`config.mk`:
```
export PLATFORM = sky130hd
export DESIGN_NAME = mep_front
export DESIGN_NICKNAME = d
export VERILOG_FILES = /design/src/hw/rtl/mep_pkg.sv /design/src/hw/rtl/mep_front.sv
export SDC_FILE = /design/constraint.sdc
export NUM_CORES = 2
export LEC_CHECK = 0
export BUFFER_PORTS_ARGS = -buffer_cell sky130_fd_sc_hd__buf_2
export CAP_MARGIN = 25
export CORE_MARGIN = 2
export CORE_UTILIZATION = 50
export DETAILED_ROUTE_END_ITERATION = 12
export PLACE_DENSITY_LB_ADDON = 0.15
export SLEW_MARGIN = 20
export SYNTH_ARGS = -nofsm -noshare
export SYNTH_HDL_FRONTEND = slang
export SYNTH_SLANG_ARGS = --single-unit
```
`constraint.sdc`:
```
create_clock -name clk -period 9.3 [get_ports clk]
set_input_delay 0 -clock clk [delete_from_list [all_inputs] [get_ports clk]]
set_output_delay 0 -clock clk [all_outputs]
set_load 0.005 [all_outputs]
```
`src/hw/rtl/mep_pkg.sv`:
```
// Package for the Mandelbrot escape-time pixel colorer.
// Types, constants and helper functions shared by all mep_* modules.
// No dependencies.
`default_nettype none

package mep_pkg;

  // field widths
  localparam int COL_W      = 11;
  localparam int ROW_W      = 10;
  localparam int FX_W       = 64;
  localparam int STEP_W     = 63;
  localparam int ITER_W     = 16;
  localparam int CW_W       = 12;
  localparam int OFF_W      = 16;
  localparam int CH_W       = 8;
  localparam int CFG_IDX_W  = 3;
  localparam int CFG_DATA_W = 64;

  // divider sizing: numerator covers mult*k (< 2^20), denominator covers 3*width
  localparam int DIV_N_W = 20;
  localparam int DIV_D_W = 14;
  localparam int KSUM_W  = ITER_W + 1;

  // short queue between front and back (power of two)
  localparam int FIFO_DEPTH = 2;
  localparam int FIFO_PTR_W = $clog2(FIFO_DEPTH);
  localparam int FIFO_CNT_W = $clog2(FIFO_DEPTH + 1);

  // Q4.60 constants
  localparam logic signed [FX_W-1:0] Q_ONE       = 64'sh1000_0000_0000_0000;
  localparam logic signed [FX_W-1:0] Q_MONE      = 64'shF000_0000_0000_0000;
  localparam logic signed [FX_W-1:0] Q_MTWO      = 64'shE000_0000_0000_0000;
  localparam logic signed [FX_W-1:0] Q_HALF      = 64'sh0800_0000_0000_0000;
  localparam logic signed [FX_W-1:0] Q_QUARTER   = 64'sh0400_0000_0000_0000;
  localparam logic signed [FX_W-1:0] Q_SIXTEENTH = 64'sh0100_0000_0000_0000;
  localparam logic signed [FX_W-1:0] Q_MAX       = 64'sh7FFF_FFFF_FFFF_FFFF;
  localparam logic signed [FX_W-1:0] Q_MIN       = 64'sh8000_0000_0000_0000;
  localparam logic [FX_W:0]          Q_FOUR_U    = 65'h0_4000_0000_0000_0000;

  // register indexes
  localparam logic [CFG_IDX_W-1:0] REG_P_MIN        = 3'd0;
  localparam logic [CFG_IDX_W-1:0] REG_Q_MIN        = 3'd1;
  localparam logic [CFG_IDX_W-1:0] REG_STEP         = 3'd2;
  localparam logic [CFG_IDX_W-1:0] REG_MAX_ITER     = 3'd3;
  localparam logic [CFG_IDX_W-1:0] REG_COLOR_WIDTH  = 3'd4;
  localparam logic [CFG_IDX_W-1:0] REG_COLOR_OFFSET = 3'd5;

  // register reset values
  localparam logic [ITER_W-1:0] MAX_ITER_RST     = 16'd24000;
  localparam logic [CW_W-1:0]   COLOR_WIDTH_RST  = 12'd666;
  localparam logic [OFF_W-1:0]  COLOR_OFFSET_RST = 16'd3200;

  // palette segment and channel codes
  localparam logic [1:0] SEG_LOW   = 2'd0;
  localparam logic [1:0] SEG_MID   = 2'd1;
  localparam logic [1:0] SEG_HIGH  = 2'd2;
  localparam logic [1:0] CH_BLUE   = 2'd0;
  localparam logic [1:0] CH_GREEN  = 2'd1;
  localparam logic [1:0] CH_RED    = 2'd2;

  typedef struct packed {
    logic [COL_W-1:0] column;
    logic [ROW_W-1:0] row;
  } in_t;

  typedef struct packed {
    logic [CH_W-1:0] blue;
    logic [CH_W-1:0] green;
    logic [CH_W-1:0] red;
    logic            inside_res;
  } out_t;

  typedef struct packed {
    logic signed [FX_W-1:0] p_min;
    logic signed [FX_W-1:0] q_min;
    logic [STEP_W-1:0]      step;
  } fcfg_t;

  typedef struct packed {
    logic [ITER_W-1:0] max_iterations;
    logic [CW_W-1:0]   color_width;
    logic [OFF_W-1:0]  color_offset;
  } bcfg_t;

  typedef struct packed {
    logic signed [FX_W-1:0] p;
    logic signed [FX_W-1:0] q;
  } pq_t;

  typedef struct packed {
    logic [CH_W-1:0] base;
    logic [CH_W-1:0] mult;
    logic            sub;
  } coef_t;

  typedef enum logic [1:0] {
    F_IDLE,
    F_PROD,
    F_ADD,
    F_PUSH
  } f_state_t;

  typedef enum logic [4:0] {
    B_IDLE,
    B_PRE_A,
    B_PRE_AW,
    B_PRE_R2,
    B_PRE_R2A,
    B_PRE_B,
    B_PRE_BW,
    B_CHECK,
    B_IT_A,
    B_IT_AW,
    B_IT_B,
    B_IT_BW,
    B_MOD,
    B_MODW,
    B_SEG,
    B_CH,
    B_CHW,
    B_DONE
  } b_state_t;

  // linear ramp: channel = base +/- mult*k/width
  function automatic coef_t color_coef(input logic [1:0] seg, input logic [1:0] ch);
    coef_t c;
    c = '0;
    unique case ({seg, ch})
      {SEG_LOW,  CH_BLUE}:  c = '{base: 8'd116, mult: 8'd139, sub: 1'b0};
      {SEG_LOW,  CH_GREEN}: c = '{base: 8'd11,  mult: 8'd244, sub: 1'b0};
      {SEG_LOW,  CH_RED}:   c = '{base: 8'd0,   mult: 8'd237, sub: 1'b0};
      {SEG_MID,  CH_BLUE}:  c = '{base: 8'd255, mult: 8'd253, sub: 1'b1};
      {SEG_MID,  CH_GREEN}: c = '{base: 8'd255, mult: 8'd123, sub: 1'b1};
      {SEG_MID,  CH_RED}:   c = '{base: 8'd238, mult: 8'd0,   sub: 1'b0};
      {SEG_HIGH, CH_BLUE}:  c = '{base: 8'd2,   mult: 8'd114, sub: 1'b0};
      {SEG_HIGH, CH_GREEN}: c = '{base: 8'd132, mult: 8'd121, sub: 1'b1};
      {SEG_HIGH, CH_RED}:   c = '{base: 8'd239, mult: 8'd239, sub: 1'b1};
      default:              c = '0;
    endcase
    return c;
  endfunction

  // saturating signed 64-bit add
  function automatic logic signed [FX_W-1:0] sadd64(input logic signed [FX_W-1:0] a,
                                                   input logic signed [FX_W-1:0] b);
    logic signed [FX_W:0] s;
    logic signed [FX_W-1:0] r;
    s = {a[FX_W-1], a} + {b[FX_W-1], b};
    if (s[FX_W] != s[FX_W-1]) begin
      r = s[FX_W] ? Q_MIN : Q_MAX;
    end else begin
      r = s[FX_W-1:0];
    end
    return r;
  endfunction

endpackage

`default_nettype wire

```
`src/hw/rtl/mep_front.sv`:
```
// Front end: accepts a pixel item and forms c = (p_min + col*step, q_min + row*step).
// Pushes the point into the queue. Depends on mep_pkg.
`default_nettype none

module mep_front (
  input  logic           clk,
  input  logic           rst_n,
  input  mep_pkg::fcfg_t cfg,
  input  logic           in_valid,
  output logic           in_stall,
  input  mep_pkg::in_t   in_data,
  output logic           q_push,
  output mep_pkg::pq_t   q_data,
  input  logic           q_full
);
  import mep_pkg::*;

  f_state_t state_r, state_nxt;

  // partial products: index times low / high half of step
  logic [COL_W+31:0] ppcl_r;
  logic [COL_W+30:0] ppch_r;
  logic [ROW_W+31:0] pprl_r;
  logic [ROW_W+30:0] pprh_r;
  logic [FX_W-1:0]   pc_r, qc_r;
  logic [FX_W-1:0]   p_r, q_r;

  always_ff @(posedge clk) begin
    if (!rst_n) begin
      state_r <= F_IDLE;
    end else begin
      state_r <= state_nxt;
    end
  end

  always_comb begin
    state_nxt = state_r;
    in_stall  = 1'b1;
    q_push    = 1'b0;
    unique case (state_r)
      F_IDLE: begin
        in_stall = 1'b0;
        if (in_valid) begin
          state_nxt = F_PROD;
        end
      end
      F_PROD: state_nxt = F_ADD;
      F_ADD:  state_nxt = F_PUSH;
      F_PUSH: begin
        if (!q_full) begin
          q_push    = 1'b1;
          state_nxt = F_IDLE;
        end
      end
      default: state_nxt = F_IDLE;
    endcase
  end

  always_ff @(posedge clk) begin
    unique case (state_r)
      F_IDLE: begin
        ppcl_r <= (COL_W+32)'(in_data.column) * (COL_W+32)'(cfg.step[31:0]);
        ppch_r <= (COL_W+31)'(in_data.column) * (COL_W+31)'(cfg.step[STEP_W-1:32]);
        pprl_r <= (ROW_W+32)'(in_data.row) * (ROW_W+32)'(cfg.step[31:0]);
        pprh_r <= (ROW_W+31)'(in_data.row) * (ROW_W+31)'(cfg.step[STEP_W-1:32]);
      end
      F_PROD: begin
        pc_r <= {ppch_r[31:0], 32'd0} + {{(FX_W-COL_W-32){1'b0}}, ppcl_r};
        qc_r <= {pprh_r[31:0], 32'd0} + {{(FX_W-ROW_W-32){1'b0}}, pprl_r};
      end
      F_ADD: begin
        p_r <= cfg.p_min + pc_r;
        q_r <= cfg.q_min + qc_r;
      end
      default: ;
    endcase
  end

  assign q_data.p = p_r;
  assign q_data.q = q_r;

endmodule

`default_nettype wire

```
==> run summary <==
The run finished with clean final reports. The share of the synthesized area in the top cell type came out at 0.321. The detail route stage leaves a number of antenna-violating nets equal to 0. The total clock sinks came out at 407. The max-slew violation count came out at 0. The headroom to the max-slew limit came out at 0.274. The most common cell after layout, fill and taps aside is fa_1.

The compound-cell area share of the yosys netlist is 0.0923. The average cell area after synthesis came out at 9.67 µm². The gate count after technology mapping is about 6.0k. The highest attainable clock frequency came out at 149 MHz. The residual DRC count is 0. The count of buffers added by post-CTS timing repair for setup is 0. The worst-case reg-to-reg path depth is 11. The cell area reported after detailed placement is roughly 60000 µm².

In the layout the commonest cells are fa_1 (928), inv_1 (925), nand2_1 (841). The arrival time at the worst endpoint came out at 7.03 ns. The post-CTS clock slew at the launch and capture registers of the worst setup and hold paths is ~0.060 ns. The clock insertion delay at the later pin of the skew report is about 0.6 ns.

Hold repair after CTS inserted between 60 and 70 buffers. Measured on the finished design, the core utilization comes to 0.547. The worst setup path is launched from a primary input.

The total die area came out at 118000 µm². The total via count in the routed design is 42.4k. The number of inserted filler cells in the final layout came out at approximately 10k. The final period demand of the worst path is between 6 and 7 ns. The final global-route overflow total is 0. TritonCTS created 41 clock buffers. The number of buffers on the longest clock path came out at 3. The cell taking the most area after synthesis is fa_1. The number of global-route vias before repair is around 44k. The largest net degree at the start of global routing is just under 80. The count of pins on the block boundary came out at about 350. The first-pass GRT wire length is between 200 and 250 mm. In this run the tool buffered the top-level ports with 345 buffer cells. The number of violations reported at the end of detailed-routing iteration 0 came out at around 2.8k.

At the end of routability-driven placement, the weighted congestion stood at ~0.9. The critical path is of the in2reg type. The worst clock skew on the final layout is 0.0393 ns. The commonest register cell after synthesis is edfxtp_1. At the pin with the least slew margin, the transition time is around 1.1 ns.

The final number of setup-violating endpoints is 0. The post-detailed-routing wire length is about 160 mm. The area of the mapped netlist came out at approximately 58000 µm². The final number of hold-violating endpoints is 0.

The aggregate global-route resource usage came out at 0.267. The floorplan has 124 rows. The count of max-cap constraint violations is 0.

The async set-reset flop share out of synthesis is 0. The die boundary height is ~340 µm. The number of register bits inferred by synthesis is roughly 410. Setup repair after global routing left no endpoint under its margin. The count of cells along the worst hold path came out at 3. The sum of net half-perimeters after detailed placement is 122 mm. The summed negative setup slack over all endpoints is 0 ns. In this run the worst path has a maximum fanout of 37. The count of yosys warnings during synthesis is 0. The number of optimization iterations in the first detailed-route pass came out at 5. The type of the worst min-delay path is in2reg. Yosys mapped the design onto 77 distinct sky130hd cell types. The share of cells above drive strength 1 is 0.0768. The starting utilization of the core area is 0.505. The number of enable flip-flop cells after synthesis is 405. CTS built an H-tree with a depth of 2. The share of the Yosys chip area taken by registers is 0.211.

Of the total synthesized cell area, the portion taken by AND, OR, NAND and NOR gates is 0.158. The core region is between 100000 and 150000 µm². The master cell of the clock root buffer is clkbuf_16.

The post-synthesis xor/xnor area fraction is 0.0500. STA classifies the critical path endpoint as a flip-flop. The synthesized net count is around 7.5k.

TritonCTS built the clock tree. By area, the combinational part of the netlist is dominated by adder cells. The data required time at the worst endpoint is between 9 and 10 ns. The die span in x is 344 µm. The number of vias per cell is roughly 5.5. Once the clock tree was built, the resizer swapped 0 gates to a different size.

The number of nets at the end of the flow is 7731. After synthesis, the share of cell area in mux cells is 0.000888. Yosys attributes the largest share of cell area to fa_1 (32%), edfxtp_1 (21%), ha_1 (8.8%). The number of antenna violations at the first check in global routing is 23. The share of the clock period used by the worst path after layout came out at 0.721. The relative area change from synthesis to final layout is 8.45%.

Summing all non-filler instances in the final layout gives an area of roughly 63000 µm². Of the total synthesized cell area, the portion taken by full adders, half adders and majority gates is 0.409. The routed wire length per instance came out at 20.1 µm.
## flip-flops by register name, indices dropped and copies added (netlist names)
| name | cells |
|---|---|
| ppcl_r | 43 |
| p_r | 64 |
| pprh_r | 32 |
| pprl_r | 42 |
| qc_r | 64 |
| state_r | 2 |
| pc_r | 64 |
| q_r | 64 |
| ppch_r | 32 |
## cell families (layout without fill, tap and decap cells)
family                   Yosys count  in the layout
other                              0             11
adder cells (fa/ha/maj)         1333           1333
AO/OA/AOI/OAI                    824            824
XOR/XNOR                         330            330
flip-flops                       407            407
buffers and inverters           1213           1448
AND/OR/NAND/NOR                 1865           1865
multiplexers                       5              5
## area by class of cell
cell class,count,area (µm²),area share
Inverter,926,3480,0.0555
Clock inverter,27,225,0.00359
Multi-Input combinational cell,4357,41100,0.655
Clock buffer,46,1090,0.0173
Antenna cell,11,27.5,0.000439
Timing Repair Buffer,449,2690,0.0430
Sequential cell,407,12200,0.195
Tap cell,1512,1890,0.0302
## Yosys cell counts (40+ instances only)
library cell,number
inv_1,925
nor2_1,149
ha_1,405
a21o_1,145
nand2_1,841
xnor2_1,240
o21bai_1,40
a21oi_1,256
fa_1,928
xor2_1,90
edfxtp_1,405
and2_1,583
clkbuf_1,283
nand3_1,70
and3_1,46
o21ai_0,131
## through the flow
step / hold WS (ns) / setup WS [ns] / std cells
after floorplan: 0.0302 / 3.34 / 5977
after detailed placement: 0.241 / 2.07 / 7582
final: 0.0252 / 2.59 / 7735
after global routing: 0.0303 / 2.25 / 7731
after CTS: 0.000250 / 2.71 / 7724
after global placement: 0.231 / 2.21 / 7582
## worst max-delay path, cell delays in order
cell and delay [ns]:
buf_2 0.53, buf_4 0.63, nand2_1 0.16, fa_1 0.56, inv_1 0.05, fa_1 0.48, fa_1 0.50, fa_1 0.50
inv_1 0.06, fa_1 0.48, inv_1 0.04, ha_1 0.32, a211o_1 0.28, o311ai_0 0.70, a31oi_1 0.30, a31oi_1 0.38
o31ai_1 0.17, a221oi_1 0.46, o21ai_0 0.19, xor2_1 0.16
## final timing paths
| kind | from | slack, ns | to |
|---|---|---|---|
| max | in_data[12] | 2.59 | ppcl_r[41] |
| min | cfg[91] | 0.03 | q_r[28] |
| max reg2reg | pc_r[27] | 4.36 | p_r[62] |
| min reg2reg | ppcl_r[16] | 0.41 | pc_r[16] |
## metal layers
metal / part of all wire / track usage
met3: 0.070 / 0.0382
met4: 0.022 / 0.0648
met5: 0.00030 / 0
met2: 0.45 / 0.426
met1: 0.45 / 0.386
Power is left out: the tool's default activity adds up to more than one toggle a clock period on the data nets, which glitch-free logic cannot reach.
