## config.mk

```make
export PLATFORM = sky130hd
export DESIGN_NAME = mep_fifo
export DESIGN_NICKNAME = d
export VERILOG_FILES = /design/src/hw/rtl/mep_pkg.sv /design/src/hw/rtl/mep_fifo.sv
export SDC_FILE = /design/constraint.sdc
export NUM_CORES = 1
export LEC_CHECK = 0
export ABC_CLOCK_PERIOD_IN_PS = 13500
export BUFFER_PORTS_ARGS = -buffer_cell sky130_fd_sc_hd__buf_2
export CORE_UTILIZATION = 29
export CTS_CLUSTER_SIZE = 40
export DETAILED_ROUTE_END_ITERATION = 8
export SYNTH_ARGS = -nofsm -noshare
export SYNTH_HDL_FRONTEND = slang
export SYNTH_SLANG_ARGS = --single-unit
export TNS_END_PERCENT = 50
```

## constraint.sdc

```tcl
create_clock -name clk -period 13.5 [get_ports clk]
set_clock_uncertainty 0.15 [all_clocks]
set_input_delay 3.375 -clock clk [delete_from_list [all_inputs] [get_ports clk]]
set_output_delay 3.375 -clock clk [all_outputs]
set_load 0.1 [all_outputs]
```

## src/hw/rtl/mep_pkg.sv

```systemverilog
// Package for the Mandelbrot escape-time pixel colorer.
// Types, constants and helper functions shared by all mep_* modules.
// No dependencies.
`default_nettype none

package mep_pkg;

  // field widths
  localparam int COL_W      = 11;
  localparam int ROW_W      = 10;
  localparam int FX_W       = 64;
  localparam int STEP_W     = 63;
  localparam int ITER_W     = 16;
  localparam int CW_W       = 12;
  localparam int OFF_W      = 16;
  localparam int CH_W       = 8;
  localparam int CFG_IDX_W  = 3;
  localparam int CFG_DATA_W = 64;

  // divider sizing: numerator covers mult*k (< 2^20), denominator covers 3*width
  localparam int DIV_N_W = 20;
  localparam int DIV_D_W = 14;
  localparam int KSUM_W  = ITER_W + 1;

  // short queue between front and back (power of two)
  localparam int FIFO_DEPTH = 2;
  localparam int FIFO_PTR_W = $clog2(FIFO_DEPTH);
  localparam int FIFO_CNT_W = $clog2(FIFO_DEPTH + 1);

  // Q4.60 constants
  localparam logic signed [FX_W-1:0] Q_ONE       = 64'sh1000_0000_0000_0000;
  localparam logic signed [FX_W-1:0] Q_MONE      = 64'shF000_0000_0000_0000;
  localparam logic signed [FX_W-1:0] Q_MTWO      = 64'shE000_0000_0000_0000;
  localparam logic signed [FX_W-1:0] Q_HALF      = 64'sh0800_0000_0000_0000;
  localparam logic signed [FX_W-1:0] Q_QUARTER   = 64'sh0400_0000_0000_0000;
  localparam logic signed [FX_W-1:0] Q_SIXTEENTH = 64'sh0100_0000_0000_0000;
  localparam logic signed [FX_W-1:0] Q_MAX       = 64'sh7FFF_FFFF_FFFF_FFFF;
  localparam logic signed [FX_W-1:0] Q_MIN       = 64'sh8000_0000_0000_0000;
  localparam logic [FX_W:0]          Q_FOUR_U    = 65'h0_4000_0000_0000_0000;

  // register indexes
  localparam logic [CFG_IDX_W-1:0] REG_P_MIN        = 3'd0;
  localparam logic [CFG_IDX_W-1:0] REG_Q_MIN        = 3'd1;
  localparam logic [CFG_IDX_W-1:0] REG_STEP         = 3'd2;
  localparam logic [CFG_IDX_W-1:0] REG_MAX_ITER     = 3'd3;
  localparam logic [CFG_IDX_W-1:0] REG_COLOR_WIDTH  = 3'd4;
  localparam logic [CFG_IDX_W-1:0] REG_COLOR_OFFSET = 3'd5;

  // register reset values
  localparam logic [ITER_W-1:0] MAX_ITER_RST     = 16'd24000;
  localparam logic [CW_W-1:0]   COLOR_WIDTH_RST  = 12'd666;
  localparam logic [OFF_W-1:0]  COLOR_OFFSET_RST = 16'd3200;

  // palette segment and channel codes
  localparam logic [1:0] SEG_LOW   = 2'd0;
  localparam logic [1:0] SEG_MID   = 2'd1;
  localparam logic [1:0] SEG_HIGH  = 2'd2;
  localparam logic [1:0] CH_BLUE   = 2'd0;
  localparam logic [1:0] CH_GREEN  = 2'd1;
  localparam logic [1:0] CH_RED    = 2'd2;

  typedef struct packed {
    logic [COL_W-1:0] column;
    logic [ROW_W-1:0] row;
  } in_t;

  typedef struct packed {
    logic [CH_W-1:0] blue;
    logic [CH_W-1:0] green;
    logic [CH_W-1:0] red;
    logic            inside_res;
  } out_t;

  typedef struct packed {
    logic signed [FX_W-1:0] p_min;
    logic signed [FX_W-1:0] q_min;
    logic [STEP_W-1:0]      step;
  } fcfg_t;

  typedef struct packed {
    logic [ITER_W-1:0] max_iterations;
    logic [CW_W-1:0]   color_width;
    logic [OFF_W-1:0]  color_offset;
  } bcfg_t;

  typedef struct packed {
    logic signed [FX_W-1:0] p;
    logic signed [FX_W-1:0] q;
  } pq_t;

  typedef struct packed {
    logic [CH_W-1:0] base;
    logic [CH_W-1:0] mult;
    logic            sub;
  } coef_t;

  typedef enum logic [1:0] {
    F_IDLE,
    F_PROD,
    F_ADD,
    F_PUSH
  } f_state_t;

  typedef enum logic [4:0] {
    B_IDLE,
    B_PRE_A,
    B_PRE_AW,
    B_PRE_R2,
    B_PRE_R2A,
    B_PRE_B,
    B_PRE_BW,
    B_CHECK,
    B_IT_A,
    B_IT_AW,
    B_IT_B,
    B_IT_BW,
    B_MOD,
    B_MODW,
    B_SEG,
    B_CH,
    B_CHW,
    B_DONE
  } b_state_t;

  // linear ramp: channel = base +/- mult*k/width
  function automatic coef_t color_coef(input logic [1:0] seg, input logic [1:0] ch);
    coef_t c;
    c = '0;
    unique case ({seg, ch})
      {SEG_LOW,  CH_BLUE}:  c = '{base: 8'd116, mult: 8'd139, sub: 1'b0};
      {SEG_LOW,  CH_GREEN}: c = '{base: 8'd11,  mult: 8'd244, sub: 1'b0};
      {SEG_LOW,  CH_RED}:   c = '{base: 8'd0,   mult: 8'd237, sub: 1'b0};
      {SEG_MID,  CH_BLUE}:  c = '{base: 8'd255, mult: 8'd253, sub: 1'b1};
      {SEG_MID,  CH_GREEN}: c = '{base: 8'd255, mult: 8'd123, sub: 1'b1};
      {SEG_MID,  CH_RED}:   c = '{base: 8'd238, mult: 8'd0,   sub: 1'b0};
      {SEG_HIGH, CH_BLUE}:  c = '{base: 8'd2,   mult: 8'd114, sub: 1'b0};
      {SEG_HIGH, CH_GREEN}: c = '{base: 8'd132, mult: 8'd121, sub: 1'b1};
      {SEG_HIGH, CH_RED}:   c = '{base: 8'd239, mult: 8'd239, sub: 1'b1};
      default:              c = '0;
    endcase
    return c;
  endfunction

  // saturating signed 64-bit add
  function automatic logic signed [FX_W-1:0] sadd64(input logic signed [FX_W-1:0] a,
                                                   input logic signed [FX_W-1:0] b);
    logic signed [FX_W:0] s;
    logic signed [FX_W-1:0] r;
    s = {a[FX_W-1], a} + {b[FX_W-1], b};
    if (s[FX_W] != s[FX_W-1]) begin
      r = s[FX_W] ? Q_MIN : Q_MAX;
    end else begin
      r = s[FX_W-1:0];
    end
    return r;
  endfunction

endpackage

`default_nettype wire

```

## src/hw/rtl/mep_fifo.sv

```systemverilog
// Short queue of point coordinates between the front and the back end.
// Depends on mep_pkg.
`default_nettype none

module mep_fifo (
  input  logic         clk,
  input  logic         rst_n,
  input  logic         push,
  input  mep_pkg::pq_t push_data,
  output logic         full,
  input  logic         pop,
  output mep_pkg::pq_t pop_data,
  output logic         empty
);
  import mep_pkg::*;

  pq_t                   mem_r [FIFO_DEPTH];
  logic [FIFO_PTR_W-1:0] wr_ptr_r, rd_ptr_r;
  logic [FIFO_CNT_W-1:0] cnt_r;

  always_ff @(posedge clk) begin
    if (!rst_n) begin
      wr_ptr_r <= '0;
      rd_ptr_r <= '0;
      cnt_r    <= '0;
    end else begin
      if (push) begin
        wr_ptr_r <= wr_ptr_r + FIFO_PTR_W'(1);
      end
      if (pop) begin
        rd_ptr_r <= rd_ptr_r + FIFO_PTR_W'(1);
      end
      if (push && !pop) begin
        cnt_r <= cnt_r + FIFO_CNT_W'(1);
      end else if (pop && !push) begin
        cnt_r <= cnt_r - FIFO_CNT_W'(1);
      end
    end
  end

  always_ff @(posedge clk) begin
    if (push) begin
      mem_r[wr_ptr_r] <= push_data;
    end
  end

  assign pop_data = mem_r[rd_ptr_r];
  assign full     = (cnt_r == FIFO_CNT_W'(FIFO_DEPTH));
  assign empty    = (cnt_r == '0);

endmodule

`default_nettype wire

```

==> reports/results.md, run 1 <==
| Stage | Quantity | This run |
|:---|:---|:---|
| run status | Result of the run | complete, no violations |
| logic synthesis | Netlist area before placement | 0.009502 sq mm |
| die | Horiz. Die Dim | 183.0 microns |
| routing | Routed wire length per instance | 16.17 microns |
| clock network | Number of levels the H-tree was split into | 1 |
| pwr | Pwr Density | 173.9 mW/mm^2 |
| clock network | Clock transition at path regs | 0.06 ns |
| critical path | Setup Crit Path Kind | register to output port |
| sta | Transition time at the pin with the least slew margin | 1.061 ns |
| die | Die Span Y | 183.0 microns |
| global routing | Final global-route overflow total | 0 |
| clock network | Clock root cell | sky130_fd_sc_hd__clkbuf_16 |
| sta | Final WS setup | 6.825 ns |
| critical path | Worst reg2reg endpoint | mem_r[1][120] |
| sta | Number of setup violations in the final report | 0 |
| min path | Hold Crit Start | cnt_r[1] |
| global routing | Pin count of the biggest net entering global routing | 130 |
| global routing | Vias in the first global route | 5164 |
| global routing | Initial antenna violation count | 0 |
| placed design | Port Buffer Count | 261 |
| layout | Fillers | 3043 |
| critical path | Worst flop-to-flop path startpoint | wr_ptr_r |
| layout | Relative area change from synthesis to final layout | 27.13% |
| logic synthesis | Syn Nets | 553 |
| sta | Setup repair after global routing missed its margin | no |
| logic synthesis | Number of storage elements in the synthesis netlist | 261 |
| sta | Fmax | 149.8 MHz |
| sta | Setup TNS after final layout | 0 ns |
| layout | Fraction of final layout cells with drive strength greater than 1 | 59.81% |
| clock network | CTS tree | built |
| die | Core Footprint | 0.03188 sq mm |
| logic synthesis | Number of cells produced by synthesis | 420 |
| routing | Post-detailed-route DRC marker count | 0 |
| sta | Max-slew violation count | 0 |
| clock network | Clock network latency to the later pin of the worst-skew pair | 0.53 ns |
| die | Core Rows | 65 |
| critical path | Kind of capture point of the worst setup path | output port |
| min path | Worst hold-check path type | register to register |
| clock network | Post-CTS Resized | 0 |
| placed design | Pre-CTS setup slack | 7.284 ns |
| pwr | Max rail drop VDD | 0.1020 mV |
| logic synthesis | Number of library cell types mapped by synthesis | 17 |
| clock network | Buffer count from post-CTS setup fixing | 0 |
| sta | Normalized max-slew margin | 29.29% |
| logic synthesis | Total of warnings raised by yosys | 0 |
| sta | Number of failing hold endpoints at the final stage | 0 |
| routing | Post-route antenna net violation count | 0 |
| clock network | TritonCTS Sinks | 261 |
| global routing | Total GRT Usage | 10.78% |
| routing | Wirelength, routed | 18660 microns |
| die | DIE AREA | 0.03349 sq mm |
| die | Number of ports placed on the die boundary | 262 |
| routing | First DRT Iteration DRCs | 136 |
| routing | Routed via count divided by cell count | 4.153 |
| die | Effective utilization at floorplan | 29.80% |
| clock network | Number of clock buffers inserted by TritonCTS | 28 |
| critical path | Cell depth of the worst flop-to-flop path | 2 |
| placed design | Post-DP HPWL | 11480 microns |
| critical path | Max FO, Critical Path | 72 |
| clock network | Count of hold-fix buffers inserted at cts | 0 |
| sta | Share of the clock period used by the worst path after layout | 49.44% |
| routing | 1st-pass router iterations | 4 |
| clock network | Longest Clk Path Bufs | 3 |
| sta | Final period demand of the worst path | 6.675 ns |
| logic synthesis | Sequential fraction of the synthesis area | 81.96% |
| critical path | Kind of start point of the critical path | register |
| pwr | Lkg Pwr | 4.441 nW |
| global routing | First-pass GRT wire length | 27980 microns |
| layout | Inserted Diodes | 0 |
| layout | Nets@finish | 833 |
| critical path | Data arrival time of the critical path | 3.15 ns |
| critical path | Data required time of the worst path | 9.97 ns |
| critical path | Critical Path Sink | pop_data[24] |
| job | Total of max-cap violations | 0 |
| placed design | RD Place Congestion | 0.6928 |
| logic synthesis | Average size of a mapped cell | 22.62 sq um |
| critical path | Flop-to-flop setup slack | 10.85 ns |
| routing | Overall via count from detail_route | 4792 |
[worst min path at each step]
stage | to | slack [ns] | cells past startpoint
finish | cnt_r[1] | 0.35 | 2
global route | cnt_r[1] | 0.39 | 2
CTS | cnt_r[1] | 0.36 | 2
detailed placement | cnt_r[1] | 0.35 | 2
global placement | cnt_r[1] | 0.33 | 2
floorplan | cnt_r[1] | 0.32 | 2
[per-layer routing]
metal | track usage, % | part of all wire, %
met4 | 3.467 | 2.6
met2 | 18.33 | 49
met1 | 12.72 | 39
met3 | 3.753 | 8.9
met5 | 0 | 0
[sequential cells by signal (all words and copies together) (netlist names), named ones only]
register  count
mem_r       256
cnt_r         2
wr_ptr_r      1
rd_ptr_r      1
[synthesized netlist by cell type]
| master | number | area (sq um) |
|---|---|---|
| sky130_fd_sc_hd__edfxtp_1 | 256 | 7687 |
| sky130_fd_sc_hd__mux2_2 | 128 | 1441 |
| sky130_fd_sc_hd__buf_6 | 13 | 146.4 |
| sky130_fd_sc_hd__dfxtp_1 | 5 | 100.1 |
| sky130_fd_sc_hd__and2_1 | 4 | 25.02 |
| sky130_fd_sc_hd__nor2b_1 | 2 | 12.51 |
| sky130_fd_sc_hd__xor2_1 | 2 | 17.52 |
| sky130_fd_sc_hd__a21boi_1 | 1 | 7.510 |
| sky130_fd_sc_hd__and2b_2 | 1 | 8.760 |
| sky130_fd_sc_hd__buf_4 | 1 | 7.510 |
| sky130_fd_sc_hd__ha_1 | 1 | 12.51 |
| sky130_fd_sc_hd__inv_1 | 1 | 3.750 |
| sky130_fd_sc_hd__nor2_1 | 1 | 3.750 |
| sky130_fd_sc_hd__o21a_1 | 1 | 7.510 |
| sky130_fd_sc_hd__o21ai_0 | 1 | 5.000 |
| sky130_fd_sc_hd__or3_1 | 1 | 6.260 |
| sky130_fd_sc_hd__xnor2_1 | 1 | 8.760 |
[layout by cell type, fill, tap and decap left out, types with 2 or more instances in the layout]
cell type,count
sky130_fd_sc_hd__buf_2,261
sky130_fd_sc_hd__edfxtp_1,256
sky130_fd_sc_hd__mux2_2,128
sky130_fd_sc_hd__clkbuf_16,29
sky130_fd_sc_hd__clkinv_1,8
sky130_fd_sc_hd__clkbuf_1,7
sky130_fd_sc_hd__clkinv_2,4
sky130_fd_sc_hd__dfxtp_1,4
sky130_fd_sc_hd__and2_1,3
sky130_fd_sc_hd__xor2_1,2
sky130_fd_sc_hd__buf_4,2
[kinds of logic after synthesis]
logic type	Yosys count	synth area share (%)
muxes	128	15.17
buffers and inverters	15	1.659
adders and majority gates	1	0.1317
AOI/OAI and AO/OA	3	0.2107
and+or+nand+nor	9	0.5925
DFF	261	81.96
xor gates and xnor gates	3	0.2766
[where the power goes]
group	total (mW)	switching (mW)	internal, mW	leakage (nW)
Combinational	0.445	0.362	0.0833	1.59
Sequential	0.955	0.0175	0.937	2.44
Clock	0.700	0.293	0.407	0.408
Total	2.10	0.673	1.43	4.44
[worst max-delay path, cell delays in order (launching register included)]
cell	delay [ns]
sky130_fd_sc_hd__dfxtp_4	1.00
sky130_fd_sc_hd__buf_4	0.77
sky130_fd_sc_hd__mux2_2	0.31
sky130_fd_sc_hd__buf_2	0.42
[metrics by stage]
| step | total power [mW] | util (%) | hold WS [ns] | instances | instance area, sq um |
|---|---|---|---|---|---|
| finish | 2.100 | 37.89 | 0.3536 | 1154 | 12080 |
| global route | 2.178 | 37.89 | 0.3901 | 1154 | 12080 |
| CTS | 2.133 | 37.89 | 0.3553 | 1154 | 12080 |
| detailed placement | 1.422 | 35.28 | 0.3472 | 1105 | 11250 |
| global placement | 1.419 | 35.28 | 0.3326 | 1105 | 11250 |
| floorplan | 1.354 | - | 0.3162 | 420 | 9502 |
[cell type report]
type	instances	area [sq um]	area share [%]
sequential	261	7791	64.50
clock inverter	13	80.08	0.6629
clock buffer	36	752.0	6.225
multi-input combinational	144	1567	12.97
tap	435	544.3	4.506
timing repair buffer	264	1341	11.10
inverter	1	3.754	0.03108
(Power assumes the default switching activity.)
==> run 2, diff against run 1 <==
Settings changed: ABC_CLOCK_PERIOD_IN_PS 13500 to 6950.
Clock period 13.5 ns to 6.95 ns, I/O delays scaled along.
==> run 2 against run 1 <==
Setup slack worse by 4.4 ns. Design area grew 1.1%. Flip-flop and latch count unchanged. Largest power group unchanged. Highest routed layer unchanged.
==> reports/results.md, run 2 (synthesized netlist as in run 1, its figures left out) <==
| Stage | Quantity | This run | vs previous |
|:---|:---|:---|:---|
| critical path | Max FO, Critical Path | 71 | was 72 |
| sta | Final period demand of the worst path | 4.495 ns |  |
| sta | Max-slew violation count | 0 | unchanged |
| layout | Largest regs | mem_r x256, cnt_r x2 | unchanged |
| critical path | Flop-to-flop setup slack | 4.52 ns | was 10.85 ns |
| die | Effective utilization at floorplan | 29.80% | unchanged |
| routing | Post-route antenna net violation count | 0 | unchanged |
| clock network | Number of levels the H-tree was split into | 1 | unchanged |
| routing | Routed wire length per instance | 16.18 microns | was 16.17 microns |
| critical path | Master of the slowest instance on the critical path | sky130_fd_sc_hd__dfxtp_4 | unchanged |
| critical path | Kind of start point of the critical path | register | unchanged |
| pwr | Lkg Pwr | 4.510 nW | was 4.441 nW |
| critical path | Biggest cell delay along the critical path | 0.88 ns | was 1.00 ns |
| clock network | Buffer count from post-CTS setup fixing | 0 | unchanged |
| sta | Number of setup violations in the final report | 0 | unchanged |
| clock network | Count of hold-fix buffers inserted at cts | 0 | unchanged |
| routing | Wirelength, routed | 18810 microns | was 18660 microns |
| routing | First DRT Iteration DRCs | 223 | was 136 |
| global routing | Total GRT Usage | 10.77% | was 10.78% |
| critical path | Worst flop-to-flop path startpoint | wr_ptr_r | unchanged |
| critical path | Cell-by-cell listing of the critical path | buf_12 > mux2_2 > buf_2 | was buf_4 > mux2_2 > buf_2 |
| critical path | Worst reg2reg endpoint | mem_r[1][6] | was mem_r[1][120] |
| global routing | Pin count of the biggest net entering global routing | 72 | was 130 |
| clock network | Longest Clk Path Bufs | 3 | unchanged |
| sta | Setup repair after global routing missed its margin | no | unchanged |
| critical path | Kind of capture point of the worst setup path | output port | unchanged |
| routing | Routed via count divided by cell count | 4.157 | was 4.153 |
| sta | Number of failing hold endpoints at the final stage | 0 | unchanged |
| clock network | CTS tree | built | unchanged |
| die | Die Span Y | 183.0 microns | unchanged |
| sta | Share of the clock period used by the worst path after layout | 64.67% |  |
| critical path | Setup Crit Path Kind | register to output port | unchanged |
| pwr | Pwr Density | 344.8 mW/mm^2 | was 173.9 mW/mm^2 |
| critical path | Cell depth of the worst flop-to-flop path | 2 | unchanged |
| job | Total of max-cap violations | 0 | unchanged |
| die | Core Rows | 65 | unchanged |
| clock network | Number of clock buffers inserted by TritonCTS | 29 | was 28 |
| layout | Flip-flop count of the largest register, all copies and words added | 256 | unchanged |
| clock network | TritonCTS Sinks | 261 | unchanged |
| pwr | Final Total Pwr | 4.213 mW | was 2.100 mW |
| placed design | RD Place Congestion | 0.6997 | was 0.6928 |
| run status | Result of the run | complete, no violations | unchanged |
| global routing | Vias in the first global route | 4960 | was 5164 |
| sta | Transition time at the pin with the least slew margin | 1.165 ns | was 1.061 ns |
| sta | Normalized max-slew margin | 22.14% | was 29.29% |
| critical path | Data arrival time of the critical path | 2.61 ns | was 3.15 ns |
| layout | Relative area change from synthesis to final layout | 28.59% | was 27.13% |
| placed design | Port Buffer Count | 261 | unchanged |
| pwr | Max rail drop VDD | 0.2026 mV | was 0.1020 mV |
| global routing | Initial antenna violation count | 2 | was 0 |
| sta | Worst-case hold slack | 0.3667 ns | was 0.3536 ns |
| min path | Min-Delay Path Depth | 2 | unchanged |
| clock network | Clock transition at path regs | 0.06 ns | about the same |
| global routing | Final global-route overflow total | 0 | unchanged |
| min path | Worst hold-check path type | register to register | unchanged |
| die | DIE AREA | 0.03349 sq mm | unchanged |
| global routing | First-pass GRT wire length | 27680 microns | was 27980 microns |
| critical path | Data required time of the worst path | 5.06 ns | was 9.97 ns |
| placed design | Post-DP HPWL | 11940 microns | was 11480 microns |
| die | Horiz. Die Dim | 183.0 microns | unchanged |
| layout | Top register by number of flip-flops | mem_r | unchanged |
| routing | 1st-pass router iterations | 4 | unchanged |
| min path | Terminating pin of the worst hold path | cnt_r[1] | unchanged |
| layout | Most frequent standard cell in the layout excluding fill and tap cells | sky130_fd_sc_hd__buf_2 | unchanged |
| sta | Fmax | 222.5 MHz |  |
| clock network | Clock root cell | sky130_fd_sc_hd__clkbuf_16 | unchanged |
| clock network | Clock network latency to the later pin of the worst-skew pair | 0.53 ns | about the same |
| die | Core Footprint | 0.03188 sq mm | unchanged |
| routing | Overall via count from detail_route | 4831 | was 4792 |
| routing | Post-detailed-route DRC marker count | 0 | unchanged |
| min path | Hold Crit Start | cnt_r[1] | unchanged |
| layout | Fillers | 3025 | was 3043 |
| layout | Nets@finish | 836 | was 833 |
| clock network | Post-CTS Resized | 0 | unchanged |
| layout | Most frequent cells in the layout | 261 x sky130_fd_sc_hd__buf_2, 256 x sky130_fd_sc_hd__edfxtp_1, 128 x sky130_fd_sc_hd__mux2_2 | unchanged |
| layout | Fraction of final layout cells with drive strength greater than 1 | 61.10% | was 59.81% |
| sta | Setup TNS after final layout | 0 ns | unchanged |
| die | Number of ports placed on the die boundary | 262 | unchanged |
[run 2: cell types whose count changed in the layout (fill, tap and decap cells not counted), sizes merged]
cell,previous run,this run
bufinv,1,3
buf,264,266
clkinv,12,14
clkinvlp,0,1
inv,1,4
clkbuf,36,32
diode,0,2
[run 2: final cells by class]
type	instances	area, sq um	share of cell area [%]
sequential	261	7791	63.77
tap	435	544.3	4.455
multi-input combinational	144	1567	12.82
antenna	2	5.005	0.04096
timing repair buffer	266	1369	11.20
clock inverter	21	201.4	1.649
inverter	1	3.754	0.03072
clock buffer	32	737.0	6.032
[run 2: through the flow]
step	instances	setup WS [ns]	area, sq um	util, %
2_1_floorplan	420	1.269	9504	-
4_1_cts	1160	2.338	12210	38.31
5_1_grt	1160	2.296	12210	38.31
6_report	1162	2.455	12220	38.32
3_5_place_dp	1107	2.933	11270	35.37
3_3_place_gp	1107	2.924	11270	35.37
[run 2: worst max-delay path by stage]
stage	start	to	cells after the start
6_report	register	pop_data[101]	3
5_1_grt	register	pop_data[101]	3
4_1_cts	register	pop_data[92]	3
3_5_place_dp	register	pop_data[92]	3
3_3_place_gp	register	pop_data[92]	3
2_1_floorplan	push	mem_r[0][0]	1
[run 2: layer usage]
layer  track usage (%)  share of wire, %  vias up  wire length, microns
met4             3.433               3.0        0                   571
met1             12.83                41     2365                  7617
met5                 0                 0        -                     0
met2             18.39                49      175                  9129
met3             3.495               7.9       36                  1488
li1                  -                 -     2255                     -
[run 2: worst max-delay path, delay by kind of cell (launching register included)]
kind,cells,cell delay (ns)
buffers and inverters,2,0.71
flip-flops,1,0.88
multiplexers,1,0.40
[run 2: report_power, final]
group	switching [mW]	internal, mW
Combinational	0.708	0.164
Clock	0.611	0.880
Sequential	0.0308	1.82
==> run 3, diff against run 2 <==
Settings changed: ABC_CLOCK_PERIOD_IN_PS 6950 to 4300.
Clock period 6.95 ns to 4.3 ns, I/O delays scaled along.
==> run 3 against run 2 <==
Setup slack got worse by 1.7 ns. First-iteration DRC count fell by 27%. Combinational power rose by 64%. Final cell count rose by 0.17%. Hold slack got worse by 0.013 ns. Power rose by 60%. Via count rose by 0.43%. Critical path type unchanged. Critical endpoint is now pop_data[7].
==> reports/results.md, run 3 (synthesized netlist as in run 1, its figures left out) <==
| Stage | Quantity | This run | vs previous |
|:---|:---|:---|:---|
| layout | Nets@finish | 841 | was 836 |
| pwr | Max rail drop VDD | 0.2894 mV | was 0.2026 mV |
| critical path | Cell depth of the worst flop-to-flop path | 2 | unchanged |
| critical path | Master of the slowest instance on the critical path | sky130_fd_sc_hd__dfxtp_4 | unchanged |
| critical path | Kind of start point of the critical path | register | unchanged |
| layout | Footprint of the flip-flops and latches | 0.007791 sq mm | unchanged |
| layout | Fillers | 3000 | was 3025 |
| placed design | RD Place Congestion | 0.7098 | was 0.6997 |
| die | Effective utilization at floorplan | 29.80% | unchanged |
| global routing | First-pass GRT wire length | 28210 microns | was 27680 microns |
| sta | Setup repair after global routing missed its margin | no | unchanged |
| critical path | Flop-to-flop setup slack | 2.39 ns | was 4.52 ns |
| layout | Area of the multi-input gates | 0.001567 sq mm | unchanged |
| sta | Normalized max-slew margin | 48.00% | was 22.14% |
| pwr | Combinational share of power | 21.2% | was 20.7% |
| die | Horiz. Die Dim | 183.0 microns | unchanged |
| routing | Routed wire length per instance | 16.54 microns | was 16.18 microns |
| run status | Result of the run | complete, no violations | unchanged |
| placed design | Post-DP HPWL | 12550 microns | was 11940 microns |
| sta | Number of setup violations in the final report | 0 | unchanged |
| pwr | P_int | 4.622 mW | was 2.864 mW |
| layout | Top register by number of flip-flops | mem_r | unchanged |
| pwr | Sw Share | 31.61% | was 32.03% |
| min path | Worst hold-check path type | register to register | unchanged |
| routing | Post-detailed-route DRC marker count | 0 | unchanged |
| routing | Post-route antenna net violation count | 0 | unchanged |
| placed design | Total placed instance area | 0.01136 sq mm | was 0.01127 sq mm |
| routing | Routed via count divided by cell count | 4.168 | was 4.157 |
| critical path | Data required time of the worst path | 3.07 ns | was 5.06 ns |
| critical path | Cell-by-cell listing of the critical path | buf_12 > mux2_2 > buf_2 | unchanged |
| layout | Flip-flop count of the largest register, all copies and words added | 256 | unchanged |
| sta | Share of the clock period used by the worst path after layout | 81.94% |  |
| min path | Terminating pin of the worst hold path | cnt_r[1] | unchanged |
| die | Core Footprint | 0.03188 sq mm | unchanged |
| job | Total of max-cap violations | 0 | unchanged |
| critical path | Worst reg2reg endpoint | mem_r[1][41] | was mem_r[1][6] |
| pwr | Final Total Pwr | 6.758 mW | was 4.213 mW |
| layout | Area of all placed cells without fillers | 0.01226 sq mm | was 0.01222 sq mm |
| clock network | Clock network latency to the later pin of the worst-skew pair | 0.53 ns | about the same |
| clock network | Clock transition at path regs | 0.06 ns | about the same |
| pwr | Lkg Pwr | 4.526 nW | was 4.510 nW |
| routing | First DRT Iteration DRCs | 162 | was 223 |
| clock network | Number of levels the H-tree was split into | 1 | unchanged |
| clock network | Count of hold-fix buffers inserted at cts | 0 | unchanged |
| global routing | Vias in the first global route | 5147 | was 4960 |
| clock network | Post-CTS Resized | 0 | unchanged |
| layout | Largest regs | mem_r x256, cnt_r x2 | unchanged |
| clock network | Number of clock buffers inserted by TritonCTS | 28 | was 29 |
| layout | Post-route insts no fill | 1164 | was 1162 |
| global routing | Initial antenna violation count | 2 | unchanged |
| critical path | Kind of capture point of the worst setup path | output port | unchanged |
| min path | Min-Delay Path Depth | 2 | unchanged |
| layout | Most frequent standard cell in the layout excluding fill and tap cells | sky130_fd_sc_hd__buf_2 | unchanged |
| placed design | Port Buffer Count | 261 | unchanged |
| routing | Overall via count from detail_route | 4852 | was 4831 |
| pwr | Net switching component of the power | 2.136 mW | was 1.349 mW |
| die | DIE AREA | 0.03349 sq mm | unchanged |
| clock network | Longest Clk Path Bufs | 3 | unchanged |
| critical path | Setup Crit Path Kind | register to output port | unchanged |
| pwr | Pwr Density | 551.4 mW/mm^2 | was 344.8 mW/mm^2 |
| sta | Max-slew violation count | 0 | unchanged |
| die | Number of ports placed on the die boundary | 262 | unchanged |
| global routing | Total GRT Usage | 11.00% | was 10.77% |
| clock network | Clock root cell | sky130_fd_sc_hd__clkbuf_16 | unchanged |
| critical path | Buf/Inv on CP | 2 | unchanged |
| layout | Most frequent cells in the layout | 261 x sky130_fd_sc_hd__buf_2, 256 x sky130_fd_sc_hd__edfxtp_1, 128 x sky130_fd_sc_hd__mux2_2 | unchanged |
| clock network | TritonCTS Sinks | 261 | unchanged |
| sta | Final period demand of the worst path | 3.524 ns |  |
| pwr | Power share of the clock group | 34.6% | was 35.4% |
| global routing | Pin count of the biggest net entering global routing | 72 | unchanged |
| layout | Fraction of final layout cells with drive strength greater than 1 | 60.80% | was 61.10% |
| critical path | Data arrival time of the critical path | 2.30 ns | was 2.61 ns |
| global routing | Final global-route overflow total | 0 | unchanged |
| routing | Wirelength, routed | 19250 microns | was 18810 microns |
| placed design | Number of placed instances with taps included | 1113 | was 1107 |
| die | Die Span Y | 183.0 microns | unchanged |
| critical path | Biggest cell delay along the critical path | 0.76 ns | was 0.88 ns |
| die | Core Rows | 65 | unchanged |
| critical path | Max FO, Critical Path | 36 | was 71 |
| min path | Hold Crit Start | cnt_r[1] | unchanged |
| clock network | CTS tree | built | unchanged |
| critical path | Family of cells with the greatest summed delay on the critical path | flip-flops | unchanged |
| critical path | Worst flop-to-flop path startpoint | wr_ptr_r | unchanged |
| pwr | Sequential group share of total power | 44.2% | was 43.9% |
| sta | Transition time at the pin with the least slew margin | 0.7800 ns | was 1.165 ns |
| sta | Fmax | 283.8 MHz |  |
| layout | Relative area change from synthesis to final layout | 29.00% | was 28.59% |
| sta | Number of failing hold endpoints at the final stage | 0 | unchanged |
| routing | 1st-pass router iterations | 4 | unchanged |
| clock network | Buffer count from post-CTS setup fixing | 0 | unchanged |
[run 3: changes by cell type in the layout (fill, tap and decap cells not counted)]
cell                         delta
sky130_fd_sc_hd__clkbuf_1       +4
sky130_fd_sc_hd__buf_12         +3
sky130_fd_sc_hd__buf_4          +3
sky130_fd_sc_hd__clkinv_2       -2
sky130_fd_sc_hd__clkinv_4       -2
sky130_fd_sc_hd__clkinv_1       -1
sky130_fd_sc_hd__clkinvlp_4     -1
sky130_fd_sc_hd__inv_6          -1
sky130_fd_sc_hd__inv_8          -1
[run 3: layout make-up]
type | count | area share (%)
inverter | 1 | 0.03062
timing repair buffer | 272 | 11.84
sequential | 261 | 63.57
tap | 435 | 4.441
antenna | 2 | 0.04083
multi-input combinational | 144 | 12.78
clock inverter | 13 | 1.164
clock buffer | 36 | 6.135
[run 3: tightest hold or removal path: cells and delay by family, from the launching register on]
family / cells / cell delay, ns
flip-flops: 1 / 0.33
AO/OA/AOI/OAI: 2 / 0.13
[run 3: power by group through the flow]
stage | logic [mW] | registers (mW) | clock network (mW)
2_1_floorplan | 1.22 | 3.02 | 0
3_3_place_gp | 1.44 | 3.04 | 0
3_5_place_dp | 1.44 | 3.04 | 0
4_1_cts | 1.44 | 2.99 | 2.42
5_1_grt | 1.48 | 3.00 | 2.51
6_report | 1.43 | 2.99 | 2.34
[run 3: worst max path at each step]
stage | startpoint | endpoint | slack, ns | cells past startpoint
floorplan | push | mem_r[1][0] | -0.34 | 1
detailed placement | register | pop_data[7] | 1.28 | 3
global placement | register | pop_data[33] | 1.27 | 3
CTS | register | pop_data[33] | 0.69 | 3
finish | register | pop_data[7] | 0.78 | 3
global route | register | pop_data[7] | 0.64 | 3
[run 3: routing by layer]
layer  vias up  track usage, %  wire (microns)
li1       2248               -               -
met1      2393           12.76            7733
met2       182           18.71            9306
met3        29           4.269            1821
met4         0           3.333             389
met5         -               0               0
[run 3: metrics by stage]
stage	util [%]	setup WS, ns	hold WS, ns	setup TNS [ns]
floorplan	-	-0.3450	0.3162	-44.15
global placement	35.62	1.275	0.3321	0
detailed placement	35.62	1.276	0.3500	0
CTS	38.43	0.6940	0.3596	0
global route	38.44	0.6399	0.4356	0
finish	38.45	0.7765	0.3536	0
